<file path="src/hw/rtl/wbps_pkg.sv">
package wbps_pkg;

    // Fixed field widths.
    localparam int BYTE_W     = 8;
    localparam int CNT_W      = 32;
    localparam int LEN_W      = 5;
    localparam int PAT_BYTES  = 16;
    localparam int CFG_IDX_W  = 2;
    localparam int CFG_DATA_W = 64;

    // Configuration register indexes.
    localparam logic [CFG_IDX_W-1:0] CFG_PATTERN_LOW    = 2'd0;
    localparam logic [CFG_IDX_W-1:0] CFG_PATTERN_HIGH   = 2'd1;
    localparam logic [CFG_IDX_W-1:0] CFG_WILDCARD_MASK  = 2'd2;
    localparam logic [CFG_IDX_W-1:0] CFG_PATTERN_LENGTH = 2'd3;

    // Pattern setup as seen by the compare logic.
    typedef struct packed {
        logic [PAT_BYTES-1:0][BYTE_W-1:0] pattern;
        logic [PAT_BYTES-1:0]             mask;
        logic [LEN_W-1:0]                 len;    // clamped to 1..MAX_PATTERN
    } t_cfg;

endpackage

</file>
<file path="src/hw/rtl/wildcard_byte_pattern_search.sv">
// Channel   Direction  Handshake                 Payload
// input     in         i_in_valid / o_in_stall   i_data_byte, i_region_end
// result    out        o_out_valid / i_out_stall o_found, o_match_offset
// config    in         i_cfg_wr                  i_cfg_idx, i_cfg_data
//
// One byte is taken each cycle unless the input stalls; a byte is held in the input register and the
// window compare and count update run between it and the result register.
// A result is loaded into the result register when its byte leaves the input register.
// Reset is synchronous; it clears the scan state and sets the pattern length to one.
// The input stalls only when a request must go out while the result register is held.
module wildcard_byte_pattern_search
    import wbps_pkg::*;
#(
    parameter int MAX_PATTERN = 16
) (
    input  logic                  i_clk,
    input  logic                  i_rst_n,
    input  logic                  i_in_valid,
    output logic                  o_in_stall,
    input  logic [BYTE_W-1:0]     i_data_byte,
    input  logic                  i_region_end,
    output logic                  o_out_valid,
    input  logic                  i_out_stall,
    output logic                  o_found,
    output logic [CNT_W-1:0]      o_match_offset,
    input  logic                  i_cfg_wr,
    input  logic [CFG_IDX_W-1:0]  i_cfg_idx,
    input  logic [CFG_DATA_W-1:0] i_cfg_data
);

    t_cfg cfg;

    logic                               r_in_vld;
    logic [BYTE_W-1:0]                  r_in_byte;
    logic                               r_in_last;
    logic [MAX_PATTERN-1:0][BYTE_W-1:0] r_win;
    logic [MAX_PATTERN-1:0][BYTE_W-1:0] n_win;
    logic [CNT_W-1:0]                   r_count;
    logic [CNT_W-1:0]                   n_count;
    logic                               r_rep;
    logic                               r_out_vld;
    logic                               r_found;
    logic [CNT_W-1:0]                   r_offset;
    logic                               win_hit;
    logic                               hit;
    logic                               emit;
    logic                               adv;
    logic                               in_acc;

    wbps_cfg #(.MAX_PATTERN(MAX_PATTERN)) u_cfg (
        .i_clk      (i_clk),
        .i_rst_n    (i_rst_n),
        .i_cfg_wr   (i_cfg_wr),
        .i_cfg_idx  (i_cfg_idx),
        .i_cfg_data (i_cfg_data),
        .o_cfg      (cfg)
    );

    // Window after the held byte is shifted in.
    always_comb begin
        n_win[0] = r_in_byte;
        for (int j = 1; j < MAX_PATTERN; j++) begin
            n_win[j] = r_win[j-1];
        end
    end

    // Byte count saturates at all ones.
    assign n_count = (r_count == '1) ? r_count : r_count + CNT_W'(1);

    wbps_match #(.MAX_PATTERN(MAX_PATTERN)) u_match (
        .i_cfg (cfg),
        .i_win (n_win),
        .o_hit (win_hit)
    );

    // A hit needs enough bytes in this region and no earlier report.
    assign hit  = !r_rep && (n_count >= CNT_W'(cfg.len)) && win_hit;
    assign emit = !r_rep && (hit || r_in_last);
    assign adv  = r_in_vld && (!emit || !r_out_vld || !i_out_stall);

    assign o_in_stall = r_in_vld && !adv;
    assign in_acc     = i_in_valid && !o_in_stall;

    // Input register.
    always_ff @(posedge i_clk) begin
        if (!i_rst_n) begin
            r_in_vld <= 1'b0;
        end else if (in_acc) begin
            r_in_vld <= 1'b1;
        end else if (adv) begin
            r_in_vld <= 1'b0;
        end
    end

    always_ff @(posedge i_clk) begin
        if (in_acc) begin
            r_in_byte <= i_data_byte;
            r_in_last <= i_region_end;
        end
    end

    // Scan state; entries older than the count are never compared, so the window needs no clear.
    always_ff @(posedge i_clk) begin
        if (!i_rst_n) begin
            r_count <= '0;
            r_rep   <= 1'b0;
        end else if (adv) begin
            if (r_in_last) begin
                r_count <= '0;
                r_rep   <= 1'b0;
            end else begin
                r_count <= n_count;
                r_rep   <= r_rep || hit;
            end
        end
    end

    always_ff @(posedge i_clk) begin
        if (adv) begin
            r_win <= n_win;
        end
    end

    // Result register.
    always_ff @(posedge i_clk) begin
        if (!i_rst_n) begin
            r_out_vld <= 1'b0;
        end else if (adv && emit) begin
            r_out_vld <= 1'b1;
        end else if (!i_out_stall) begin
            r_out_vld <= 1'b0;
        end
    end

    always_ff @(posedge i_clk) begin
        if (adv && emit) begin
            r_found  <= hit;
            r_offset <= hit ? (n_count - CNT_W'(cfg.len)) : '0;
        end
    end

    assign o_out_valid    = r_out_vld;
    assign o_found        = r_found;
    assign o_match_offset = r_offset;

`ifndef ASSERT_OFF
    a_unfound_zero: assert property (@(posedge i_clk) disable iff (!i_rst_n)
        o_out_valid && !o_found |-> o_match_offset == '0)
        else $error("unmatched result carries a nonzero offset");

    a_rep_count: assert property (@(posedge i_clk) disable iff (!i_rst_n)
        r_rep |-> r_count != '0)
        else $error("report flag set with an empty region");

    a_end_clears: assert property (@(posedge i_clk) disable iff (!i_rst_n)
        adv && r_in_last |=> r_count == '0 && !r_rep)
        else $error("scan state not cleared after region end");

    a_emit_loads: assert property (@(posedge i_clk) disable iff (!i_rst_n)
        adv && emit |=> o_out_valid)
        else $error("result request lost");

    a_no_double: assert property (@(posedge i_clk) disable iff (!i_rst_n)
        adv && hit && !r_in_last |=> !hit)
        else $error("second match reported in one region");
`endif

endmodule

</file>
<file path="src/hw/rtl/wbps_cfg.sv">
module wbps_cfg
    import wbps_pkg::*;
#(
    parameter int MAX_PATTERN = 16
) (
    input  logic                  i_clk,
    input  logic                  i_rst_n,
    input  logic                  i_cfg_wr,
    input  logic [CFG_IDX_W-1:0]  i_cfg_idx,
    input  logic [CFG_DATA_W-1:0] i_cfg_data,
    output t_cfg                  o_cfg
);

    localparam logic [LEN_W-1:0] LEN_CAP = LEN_W'(MAX_PATTERN);

    logic [CFG_DATA_W-1:0] r_pat_lo;
    logic [CFG_DATA_W-1:0] r_pat_hi;
    logic [PAT_BYTES-1:0]  r_mask;
    logic [LEN_W-1:0]      r_len;
    logic [LEN_W-1:0]      n_len_used;

    // Register writes.
    always_ff @(posedge i_clk) begin
        if (!i_rst_n) begin
            r_pat_lo <= '0;
            r_pat_hi <= '0;
            r_mask   <= '0;
            r_len    <= LEN_W'(1);
        end else if (i_cfg_wr) begin
            case (i_cfg_idx)
                CFG_PATTERN_LOW:    r_pat_lo <= i_cfg_data;
                CFG_PATTERN_HIGH:   r_pat_hi <= i_cfg_data;
                CFG_WILDCARD_MASK:  r_mask   <= i_cfg_data[PAT_BYTES-1:0];
                CFG_PATTERN_LENGTH: r_len    <= i_cfg_data[LEN_W-1:0];
                default: ;
            endcase
        end
    end

    // A length of zero counts as one; anything above the cap counts as the cap.
    always_comb begin
        if (r_len == '0) begin
            n_len_used = LEN_W'(1);
        end else if (r_len > LEN_CAP) begin
            n_len_used = LEN_CAP;
        end else begin
            n_len_used = r_len;
        end
    end

    assign o_cfg.pattern = {r_pat_hi, r_pat_lo};
    assign o_cfg.mask    = r_mask;
    assign o_cfg.len     = n_len_used;

endmodule

</file>
<file path="src/hw/rtl/wbps_match.sv">
module wbps_match
    import wbps_pkg::*;
#(
    parameter int MAX_PATTERN = 16
) (
    input  t_cfg                               i_cfg,
    input  logic [MAX_PATTERN-1:0][BYTE_W-1:0] i_win,
    output logic                               o_hit
);

    localparam int WIN_IDX_W = (MAX_PATTERN > 1) ? $clog2(MAX_PATTERN) : 1;

    logic [LEN_W-1:0] n_idx [MAX_PATTERN];

    // Pattern byte k lines up with the window entry len-1-k; index 0 is the newest byte.
    always_comb begin
        o_hit = 1'b1;
        for (int k = 0; k < MAX_PATTERN; k++) begin
            n_idx[k] = i_cfg.len - LEN_W'(1) - LEN_W'(k);
            if ((LEN_W'(k) < i_cfg.len) && !i_cfg.mask[k]) begin
                if (i_win[n_idx[k][WIN_IDX_W-1:0]] != i_cfg.pattern[k]) begin
                    o_hit = 1'b0;
                end
            end
        end
    end

endmodule
</file>
<file path="config.mk">
export PLATFORM = sky130hd
export DESIGN_NAME = wildcard_byte_pattern_search
export DESIGN_NICKNAME = d
export VERILOG_FILES = /design/src/hw/rtl/wbps_pkg.sv /design/src/hw/rtl/wildcard_byte_pattern_search.sv /design/src/hw/rtl/wbps_cfg.sv /design/src/hw/rtl/wbps_match.sv
export SDC_FILE = /design/constraint.sdc
export NUM_CORES = 1
export LEC_CHECK = 0
export BUFFER_PORTS_ARGS = -buffer_cell sky130_fd_sc_hd__buf_2
export CAP_MARGIN = 40
export CORE_MARGIN = 3
export CORE_UTILIZATION = 60
export DETAILED_ROUTE_END_ITERATION = 12
export HOLD_SLACK_MARGIN = 0.05
export PLACE_DENSITY = 0.74
export SYNTH_ARGS = -nofsm -noshare
export SYNTH_HDL_FRONTEND = slang
export SYNTH_SLANG_ARGS = --single-unit
</file>
<file path="constraint.sdc">
create_clock -name i_clk -period 8.58 [get_ports i_clk]
set_input_delay 0.429 -clock i_clk [delete_from_list [all_inputs] [get_ports i_clk]]
set_output_delay 0.429 -clock i_clk [all_outputs]
set_load 0.01 [all_outputs]
</file>
# After elaboration in Yosys (flattened, before gate mapping)

Cells that the tools add are included.

Output and inout bits: 35
Memories kept: 0
Logic and storage cells: 229
Bits in writable memories: 0
Flip-flop bits (word level): 346
Latch bits: 0
Input bits: 80
Memory bits (read-only): 0

$mul: 0
Shifts and indexed selects: 0
$add $sub $neg: 18
Equal/unequal tests: 21
Muxes and demuxes: 73
Magnitude comparators: 34
Bitwise logic cells: 0
Reductions and logical operators: 56
Divide/modulo/power cells: 0

Operator list:

| kind                                                       | number |
|---|---|
| binary-select mux 8 bit (select 4 bit)                     | 16 |
| 2-to-1 mux 8 bit                                           | 16 |
| != test 8 bit                                              | 16 |
| less-than comparator 4 x 5 -> 1 bit, second input constant | 16 |
| 2-to-1 mux 32 bit                                          | 2 |
| less-than comparator 4 x 5 -> 1 bit, first input constant  | 8 |
| 2-to-1 mux 1 bit                                           | 37 |
| adder 32 x 1 -> 32 bit, second input constant              | 1 |
| equality test 32 bit, second input constant                | 1 |
| >= comparator 32 x 5 -> 1 bit                              | 1 |
| subtractor 32 x 5 -> 32 bit                                | 1 |
| subtractor 4 bit, second input constant                    | 8 |
| logical AND 1 bit                                          | 23 |
| zero test 1 bit                                            | 22 |
| less-than comparator 3 x 5 -> 1 bit, first input constant  | 4 |
| subtractor 4 x 3 -> 4 bit, second input constant           | 4 |
| less-than comparator 1 x 5 -> 1 bit, first input constant  | 2 |
| less-than comparator 2 x 5 -> 1 bit, first input constant  | 2 |
| 2-to-1 mux 5 bit                                           | 2 |
| AND reduction 2 bit                                        | 4 |
| subtractor 4 x 1 -> 4 bit, second input constant           | 2 |
| subtractor 4 x 2 -> 4 bit, second input constant           | 2 |
| > comparator 5 bit, second input constant                  | 1 |
| zero test 5 bit                                            | 1 |
| 6 further kinds                                            | 10 |

# Longest topological paths before layout

Gate-level depths: netlist of run 1.

Word-level depth: 51
Depth in mapped cells: 28
Depth with buffers taken out: 22

# Cells and area by module

From an unflattened synthesis of run 1, not the netlist that was laid out.

Cell total of the unflattened synthesis: 2323
Area total of the unflattened synthesis: 24234.5 um2

By module, submodules not included:

| module                       | instances | cells an instance | sequential area each (um2) | area an instance (um2) |
|---|---|---|---|---|
| wbps_match                   | 1         | 1101              | 0.0                        | 10080.9 |
| wildcard_byte_pattern_search | 1         | 659               | 5565.3                     | 8461.9 |
| wbps_cfg                     | 1         | 563               | 2982.9                     | 5691.7 |

# Worst setup path after synthesis of run 1

OpenSTA, ideal clock, no wires.

Path kind: reg2reg
Start point: reg u_cfg.r_len[1]
End point: reg r_win, in the netlist n_win[100] (enable)
Slack: 1022 ps
Buffers on the path: 8
Required time: 8152 ps
Arrival: 7130 ps
Stages on the path, launching flop included: 26
Period minus slack after synthesis: 7558 ps
Library setup time: 428 ps
Cells stage by stage: dfxtp_1 > buf_4 > or4_4 > nand2_4 > inv_2 > buf_6 > clkbuf_1 > buf_1 > ha_1 > clkbuf_1 > clkinv_1 > clkbuf_1 > ha_1 > nand2b_1 > a211o_1 > and3_1 > nor2_2 > buf_2 > mux2i_1 > xor2_1 > nor4_1 > o32ai_1 > nor4_2 > a31o_4 > inv_2 > buf_2

Cells in the longest elaborated chain, start to end: 46

Ends and longest elaborated chain:

| what                                                               | line                                | source |
|---|---|---|
| start, declared                                                    | wbps_cfg.sv:19                      | `logic [LEN_W-1:0] r_len;` |
| start signal, assigned                                             | wbps_cfg.sv:34                      | `CFG_PATTERN_LENGTH: r_len <= i_cfg_data[LEN_W-1:0];` |
| > comparator 5 bit                                                 | wbps_cfg.sv:44                      | `end else if (r_len > LEN_CAP) begin` |
| 2-to-1 mux 5 bit                                                   | wbps_cfg.sv:44                      |  |
| 2-to-1 mux 5 bit *                                                 | wbps_cfg.sv:42                      | `if (r_len == '0) begin` |
| branches (longest 36 deep; another with subtractor 4 x 1 -> 4 bit) | --                                  |  |
| logical AND 1 bit *                                                | wildcard_byte_pattern_search.sv:77  | `assign hit = !r_rep && (n_count >= CNT_W'(cfg.len)) && win_hit;` |
| logical OR 1 bit *                                                 | wildcard_byte_pattern_search.sv:78  | `assign emit = !r_rep && (hit \|\| r_in_last);` |
| logical AND 1 bit *                                                | wildcard_byte_pattern_search.sv:78  |  |
| zero test 1 bit *                                                  | wildcard_byte_pattern_search.sv:79  | `assign adv = r_in_vld && (!emit \|\| !r_out_vld \|\| !i_out_stall);` |
| logical OR 1 bit * (2 in series)                                   | wildcard_byte_pattern_search.sv:79  |  |
| logical AND 1 bit *                                                | wildcard_byte_pattern_search.sv:79  |  |
| net adv                                                            | wildcard_byte_pattern_search.sv:47  | `logic adv;` |
| end signal, assigned                                               | wildcard_byte_pattern_search.sv:120 | `r_win <= n_win;` |
| end, declared                                                      | wildcard_byte_pattern_search.sv:36  | `logic [MAX_PATTERN-1:0][BYTE_W-1:0] r_win;` |

Mark *: on every way through the listed nets, which the timed path passes. The select of a mux whose other input is x is not followed.
A chain may end at the register's enable or synchronous reset.

# Final worst setup path of run 1

Start point: reg u_cfg.r_len[2]
End point: out o_in_stall

Cells in the longest elaborated chain, start to end: 48

Ends and longest elaborated chain:

| what                                                               | line                               | source |
|---|---|---|
| > comparator 5 bit                                                 | wbps_cfg.sv:44                     |  |
| 2-to-1 mux 5 bit                                                   | wbps_cfg.sv:44                     |  |
| 2-to-1 mux 5 bit *                                                 | wbps_cfg.sv:42                     |  |
| branches (longest 36 deep; another with subtractor 4 x 1 -> 4 bit) | --                                 |  |
| logical AND 1 bit *                                                | wildcard_byte_pattern_search.sv:77 |  |
| logical OR 1 bit *                                                 | wildcard_byte_pattern_search.sv:78 |  |
| logical AND 1 bit *                                                | wildcard_byte_pattern_search.sv:78 |  |
| zero test 1 bit *                                                  | wildcard_byte_pattern_search.sv:79 |  |
| logical OR 1 bit * (2 in series)                                   | wildcard_byte_pattern_search.sv:79 |  |
| logical AND 1 bit *                                                | wildcard_byte_pattern_search.sv:79 |  |
| zero test 1 bit *                                                  | wildcard_byte_pattern_search.sv:81 | `assign o_in_stall = r_in_vld && !adv;` |
| logical AND 1 bit *                                                | wildcard_byte_pattern_search.sv:81 |  |
| end, declared                                                      | wildcard_byte_pattern_search.sv:19 | `output logic o_in_stall,` |

Mark *: on every way between the ends. The select of a mux whose other input is x is not followed.

==> results of run 1 <==
==> sequential cells by signal (all words and copies together), names as in the netlist, 5 cells and up <==
register        cells
n_win             120
u_cfg.r_pat_hi     64
r_in_byte           8
u_cfg.r_mask       16
u_cfg.r_pat_lo     64
r_count            32
o_match_offset     32
u_cfg.r_len         5
==> final timing paths <==
path	cells past startpoint	slack [ps]	start	endpoint
setup / recovery	23	690	u_cfg.r_len[2]$_SDFFE_PN0P_	o_in_stall
hold / removal	1	80	i_region_end	r_in_last$_DFFE_PP_
setup reg to reg	23	720	u_cfg.r_len[2]$_SDFFE_PN0P_	o_match_offset[15]$_SDFFCE_PN0P_
hold reg to reg	2	470	u_cfg.r_pat_hi[26]$_SDFFE_PN0P_	u_cfg.r_pat_hi[26]$_SDFFE_PN0P_
==> per-stage QoR <==
step | power (W) | hold slack [ps]
after floorplan | 0.00257 | 440
after CTS | 0.00455 | 67.2
after global routing | 0.00471 | 72.6
after global placement | 0.00283 | 457
after detailed placement | 0.00286 | 467
final | 0.00457 | 84.5
==> area by class of cell <==
class	instances	share of cell area (%)
clock inverter	12	0.402
clock buffer	59	4.54
tap	518	2.48
timing repair buffer	168	3.93
antenna	1	0.00957
inverter	32	0.474
sequential	346	32.7
multi-input combinational	1943	55.5
==> critical path, delay by kind of cell (launching register included) <==
family / cells / cell delay [ps]
AND/OR/NAND/NOR: 9 / 2560
AO/OA/AOI/OAI: 4 / 1720
multiplexers: 1 / 360
XOR/XNOR: 2 / 270
adder cells (fa/ha/maj): 2 / 550
flip-flops: 1 / 520
buffers and inverters: 5 / 860
==> power breakdown <==
group	internal, W	switching, W	total [W]
logic	0.000419	0.000578	0.000997
registers	0.00179	0.0000809	0.00187
clock network	0.000992	0.000707	0.00170
==> Yosys cell counts, drive strengths merged, types with 8 or more instances <==
cell,number
a211o,8
a211oi,29
a21boi,154
a21o,14
a21oi,110
a22oi,51
a31o,11
a31oi,19
and2,12
and3,33
buf,54
clkbuf,122
dfxtp,184
edfxtp,162
ha,18
inv,31
mux2,26
mux2i,146
mux4,127
nand2,448
nand2b,12
nand3,65
nand3b,10
nand4,31
nor2,119
nor2b,16
nor3,39
nor4,24
o211ai,13
o21ai,70
o22ai,38
or2,10
or3,19
or4,11
xnor2,112
xor2,58
==> repair_timing <==
| item | 4_1_cts | 5_1_grt |
|---|---|---|
| endpoints found under the hold margin | 8 | 0 |
| gates resized for setup | 0 | 0 |
| hold buffers | 8 | 0 |
==> cell families (layout without fill, tap and decap cells) <==
family | count (synthesis) | count (layout) | share of synthesized area [%]
AOI/OAI and AO/OA | 583 | 583 | 16.7
xor gates and xnor gates | 170 | 170 | 6.38
adders and majority gates | 19 | 19 | 1.02
buffers and inverters | 208 | 271 | 4.09
DFF | 346 | 346 | 35.6
muxes | 299 | 299 | 19.3
other | 0 | 1 | 0
and+or+nand+nor | 872 | 872 | 16.9
==> metal layers <==
metal,GRT usage [%],up-vias,wire length (um)
met5,0,-,0
met4,16.0,0,4470
met3,11.0,274,11000
met2,56.2,1443,34900
met1,52.1,10300,31100
li1,-,9375,-
==> results.cfg, run 1 <==
[grt]
antenna_found_initial = 0
grt-ovfl-total = 0
grt_pass1_vias = 19500
grt_max_degree = 98
track_usage_pct = 37.8
grt_pass1_wl_um = 121000

[finish]
layout_commonest_cell = nand2_1
drive_above_1_share_pct = 17.0
layout.cells.non_filler = 3079
multi_input_area_um2 = 14500
fill_cells = 3166
final_area_um2 = 26100
nNetsFinal = 2629
area_growth_syn_to_layout_pct = 8.99
fin_util_pct = 66.9
seqCellArea_um2 = 8550
final_cell_mix = nand2_1 (446), dfxtp_1 (184), edfxtp_1 (162), a21boi_0 (151), mux2i_1 (146)

[clocking]
clkSinkCount = 346
cts_root_buffer = clkbuf_16
path_clk_slew_ps = 60
clockBufferDepth = 3
htree_num_levels = 2
clock_latency_ps = 580
cts_setup_buffers = 0
cts_inserted_buffers = 39
cts_tree = built

[synth]
yosysSeqAreaShare_pct = 35.6
ys_ff_latch = 346
synth_top_area_share_pct = 20.3
synthArstFlopShare_pct = 0
synth_cell_types = 93
synth_ff_type = dfxtp_1
netlist_area_um2 = 24000
synth.area.top_cells = edfxtp_1 (20%), dfxtp_1 (15%), mux4_2 (12%)
synth_edf_count = 162
synth.net_count = 2596
ys.warnings.count = 0
yosysTopAreaCell = edfxtp_1
postSynthAreaPerCell_um2 = 9.60
syn_inst = 2497

[die]
coreArea_um2 = 39100
fp.dieH_um = 206
ios = 115
initial_utilization_pct = 61.3
row_count = 72
die_area_um2 = 42400
die_w_um = 206

[timing]
slew_headroom_pct = 34.2
period_share_pct = 91.9
finClkSkew_ps = 15.4
hold_viol = 0
final.setup.tns_ps = 0
fin_ws_ps = 692
fmax_mhz = 127
period_needed_ps = 7890
tightest_slew_ps = 975
drv_slew = 0
grt_setup_unrepaired = false
finalSetupViolations = 0

[drt]
vias_per_cell = 6.95
drt_iter0_drc = 3488
vias = 21400
wirelength_um = 81400
ant_nets = 0
wl_per_cell_um = 26.5
drc_errors = 0
first_pass_iters = 6

[critical_path]
cp.arrival_ps = 7460
crit_path_end_kind = primary output
cp_data_required_time_ps = 8150
cp_slowest_cell = o41ai_1
path_class = reg2out
crit_path_max_fanout = 34
cp-start-kind = flop
slowest_delay_ps = 900
crit_chain = or4_4 -> nand2_8 -> inv_2 -> ha_1 -> xnor2_2 -> inv_1 -> ha_1 -> nand2b_1 -> a211o_1 -> and3_1 -> nor2_2 -> buf_4 -> mux2_2 -> a21oi_1 -> xor2_1 -> o41ai_1 -> nand4_1 -> nor4_2 -> nand3_1 -> buf_4 -> a21boi_2 -> and2_1 -> buf_2

[run_status]
status = complete, no violations

[min_path]
hold_path_class = in2reg

[power]
peakVddDrop_v = 0.000141
p_leak_nw = 9.18
powerDensity_nw_per_um2 = 175

[placed_design]
dpl_cell_area_um2 = 24800
dp_cells = 2999
gp_congestion = 1.02
dp_slack_ps = 997
hpwl_um = 59000
portBuffers = 114

[run]
drv_cap = 0
No activity file was read; power rests on OpenSTA's default activity.
==> run 2, diff against run 1 <==
- ABC_AREA: default -> 1
- SYNTH_HIERARCHICAL: default -> 1
==> results.cfg, run 2 <==
[clocking]
cts_tree = built
cts_root_buffer = clkbuf_16
cts_setup_buffers = 0
clkSinkCount = 346
cts_hold_buf = 7
htree_num_levels = 2
post_cts_resized = 0
cts_inserted_buffers = 41
path_clk_slew_ps = 60
clockBufferDepth = 3
clock_latency_ps = 590

[synth]
synthTopCellsByCount = nand2_1 (1898), nand3_1 (558), nor2_1 (434), inv_1 (377), dfxtp_1 (184)
synth.net_count = 4287
syn_inst = 4193
postSynthAreaPerCell_um2 = 6.05
synth.area.top_cells = nand2_1 (28%), edfxtp_1 (19%), dfxtp_1 (15%)
yosysTopAreaCell = nand2_1
yosysSeqAreaShare_pct = 33.7
ys.warnings.count = 6
synth_top_area_share_pct = 28.1
synth_edf_count = 162
synthArstFlopShare_pct = 0
synth_cell_types = 45
synth_ff_type = dfxtp_1
yosys.cell_count.top_type = nand2_1
ys_ff_latch = 346
netlist_area_um2 = 25400

[power]
p_clk_share_pct = 30.2
peakVddDrop_v = 0.000189
powerDensity_nw_per_um2 = 212
p_total_w = 0.00574
switchingPower_w = 0.00235
p_int_w = 0.00339
p_leak_nw = 14.0
seq_power_share_pct = 32.9
p_sw_share_pct = 40.9
power_frac_comb_pct = 36.9

[placed_design]
gp_congestion = 1.05
dp_slack_ps = 1750
portBuffers = 114
hpwl_um = 65700

[finish]
final_cell_mix = nand2_1 (1896), nand3_1 (558), nor2_1 (432), inv_1 (376), dfxtp_1 (184)
drive_above_1_share_pct = 7.76
layout_commonest_cell = nand2_1
nNetsFinal = 4290
fill_cells = 3959
seqCellArea_um2 = 8550
multi_input_area_um2 = 14200
area_growth_syn_to_layout_pct = 7.08
largest_reg_flops = 120

[critical_path]
cp-start-kind = flop
cp.arrival_ps = 7180
crit_start = u_cfg/r_len[0]$_SDFFE_PN1P_
r2r-end = n_win[105]$_DFFE_PP_
crit_path_end_kind = flop
slowest_delay_ps = 800
crit_path_max_fanout = 70
rr_startpoint = u_cfg/r_len[0]$_SDFFE_PN1P_
cp_data_required_time_ps = 8780
cp_slowest_cell = buf_4
ff2ff_setup_slack_ps = 1600
r2r_cells = 33
cp_common_cell = nand2_1
path_class = reg2reg

[min_path]
hold_path_class = in2reg
holdPathEnd = r_in_byte[7]$_DFFE_PP_
whs_path_depth = 1
hp-start = i_data_byte[7]

[die]
coreArea_um2 = 41300
die_area_um2 = 44800
initial_utilization_pct = 61.4
fp.dieH_um = 212
die_w_um = 212
ios = 115
row_count = 74

[grt]
grt_max_degree = 168
antenna_found_initial = 6
grt_pass1_wl_um = 132000
grt-ovfl-total = 0
grt_pass1_vias = 23000
track_usage_pct = 38.4

[timing]
slew_headroom_pct = 40.8
drv_slew = 0
finalSetupViolations = 0
tightest_slew_ps = 878
period_share_pct = 81.3
hold_viol = 0
fmax_mhz = 143
grt_setup_unrepaired = false
fin_ws_ps = 1600
period_needed_ps = 6980
finClkSkew_ps = 21.1
final.setup.tns_ps = 0

[drt]
vias_per_cell = 5.59
drc_errors = 0
drt_iter0_drc = 3399
wl_per_cell_um = 18.4
vias = 26600
ant_nets = 0
wirelength_um = 87800
first_pass_iters = 6

[run]
drv_cap = 0

[run_status]
status = complete, no violations
==> run 2: cell count changes after synthesis, sizes merged, moves of 95 or more <==
cell / previous run / this run
nand3: 65 / 572
nand2: 448 / 1939
mux2i: 146 / 0
mux4: 127 / 0
clkbuf: 122 / 27
nor2: 119 / 467
a21boi: 154 / 0
buf: 54 / 169
inv: 31 / 386
xnor2: 112 / 6
==> run 2: worst max path at each step <==
stage,endpoint,slack [ps],cells past startpoint
after floorplan,o_found$_DFFE_PP_,2580,37
after global placement,n_win[23]$_DFFE_PP_,1850,33
after detailed placement,n_win[31]$_DFFE_PP_,1750,33
after CTS,n_win[63]$_DFFE_PP_,1730,33
after global routing,n_win[31]$_DFFE_PP_,930,35
final,n_win[105]$_DFFE_PP_,1600,33
==> run 2: kinds of logic (layout without fill, tap and decap cells) <==
kind of cell | count (synthesis) | count (layout) | synth area share [%]
compound gates | 151 | 151 | 3.09
xor+xnor | 29 | 29 | 1.06
fa+ha+maj | 14 | 14 | 0.720
buf+inv | 586 | 620 | 10.4
flops | 346 | 346 | 33.7
other cells | 0 | 6 | 0
simple gates | 3067 | 3067 | 51.0
==> run 2: worst max-delay path, delay by kind of cell (launching register included) <==
kind                     cells  cell delay, ps
buffers and inverters        7            2720
flip-flops                   1             330
AND/OR/NAND/NOR             24            2890
AO/OA/AOI/OAI                1             150
adder cells (fa/ha/maj)      1             370
==> run 2: cell type report <==
class,instances,share of cell area [%]
Timing Repair Buffer,156,3.42
Sequential cell,346,31.5
Multi-Input combinational cell,3261,52.4
Tap cell,532,2.45
Clock inverter,23,0.733
Clock buffer,51,4.07
Inverter,390,5.42
Antenna cell,6,0.0553
==> run 2: layer usage <==
layer	up-vias	wire (um)	GRT usage (%)
li1	13100	-	-
met1	11900	34900	49.2
met2	1335	37600	59.7
met3	245	8860	8.46
met4	0	6340	23.0
met5	-	0	0
==> run 2: through the flow <==
stage / cell area (um^2) / hold slack [ps] / instances / util, %
floorplan: 25400 / 450 / 4193 / -
global placement: 25700 / 461 / 4675 / 62.4
detailed placement: 25800 / 460 / 4678 / 62.4
CTS: 27100 / 66.0 / 4759 / 65.7
global route: 27100 / 81.8 / 4760 / 65.7
finish: 27200 / 63.7 / 4765 / 65.8
==> run 2: power by group through the flow <==
stage	sequential [W]	combinational, W	clock (W)
after floorplan	0.00188	0.00149	0
after global placement	0.00192	0.00202	0
after detailed placement	0.00192	0.00203	0
after CTS	0.00189	0.00205	0.00175
after global routing	0.00190	0.00233	0.00181
final	0.00189	0.00212	0.00173
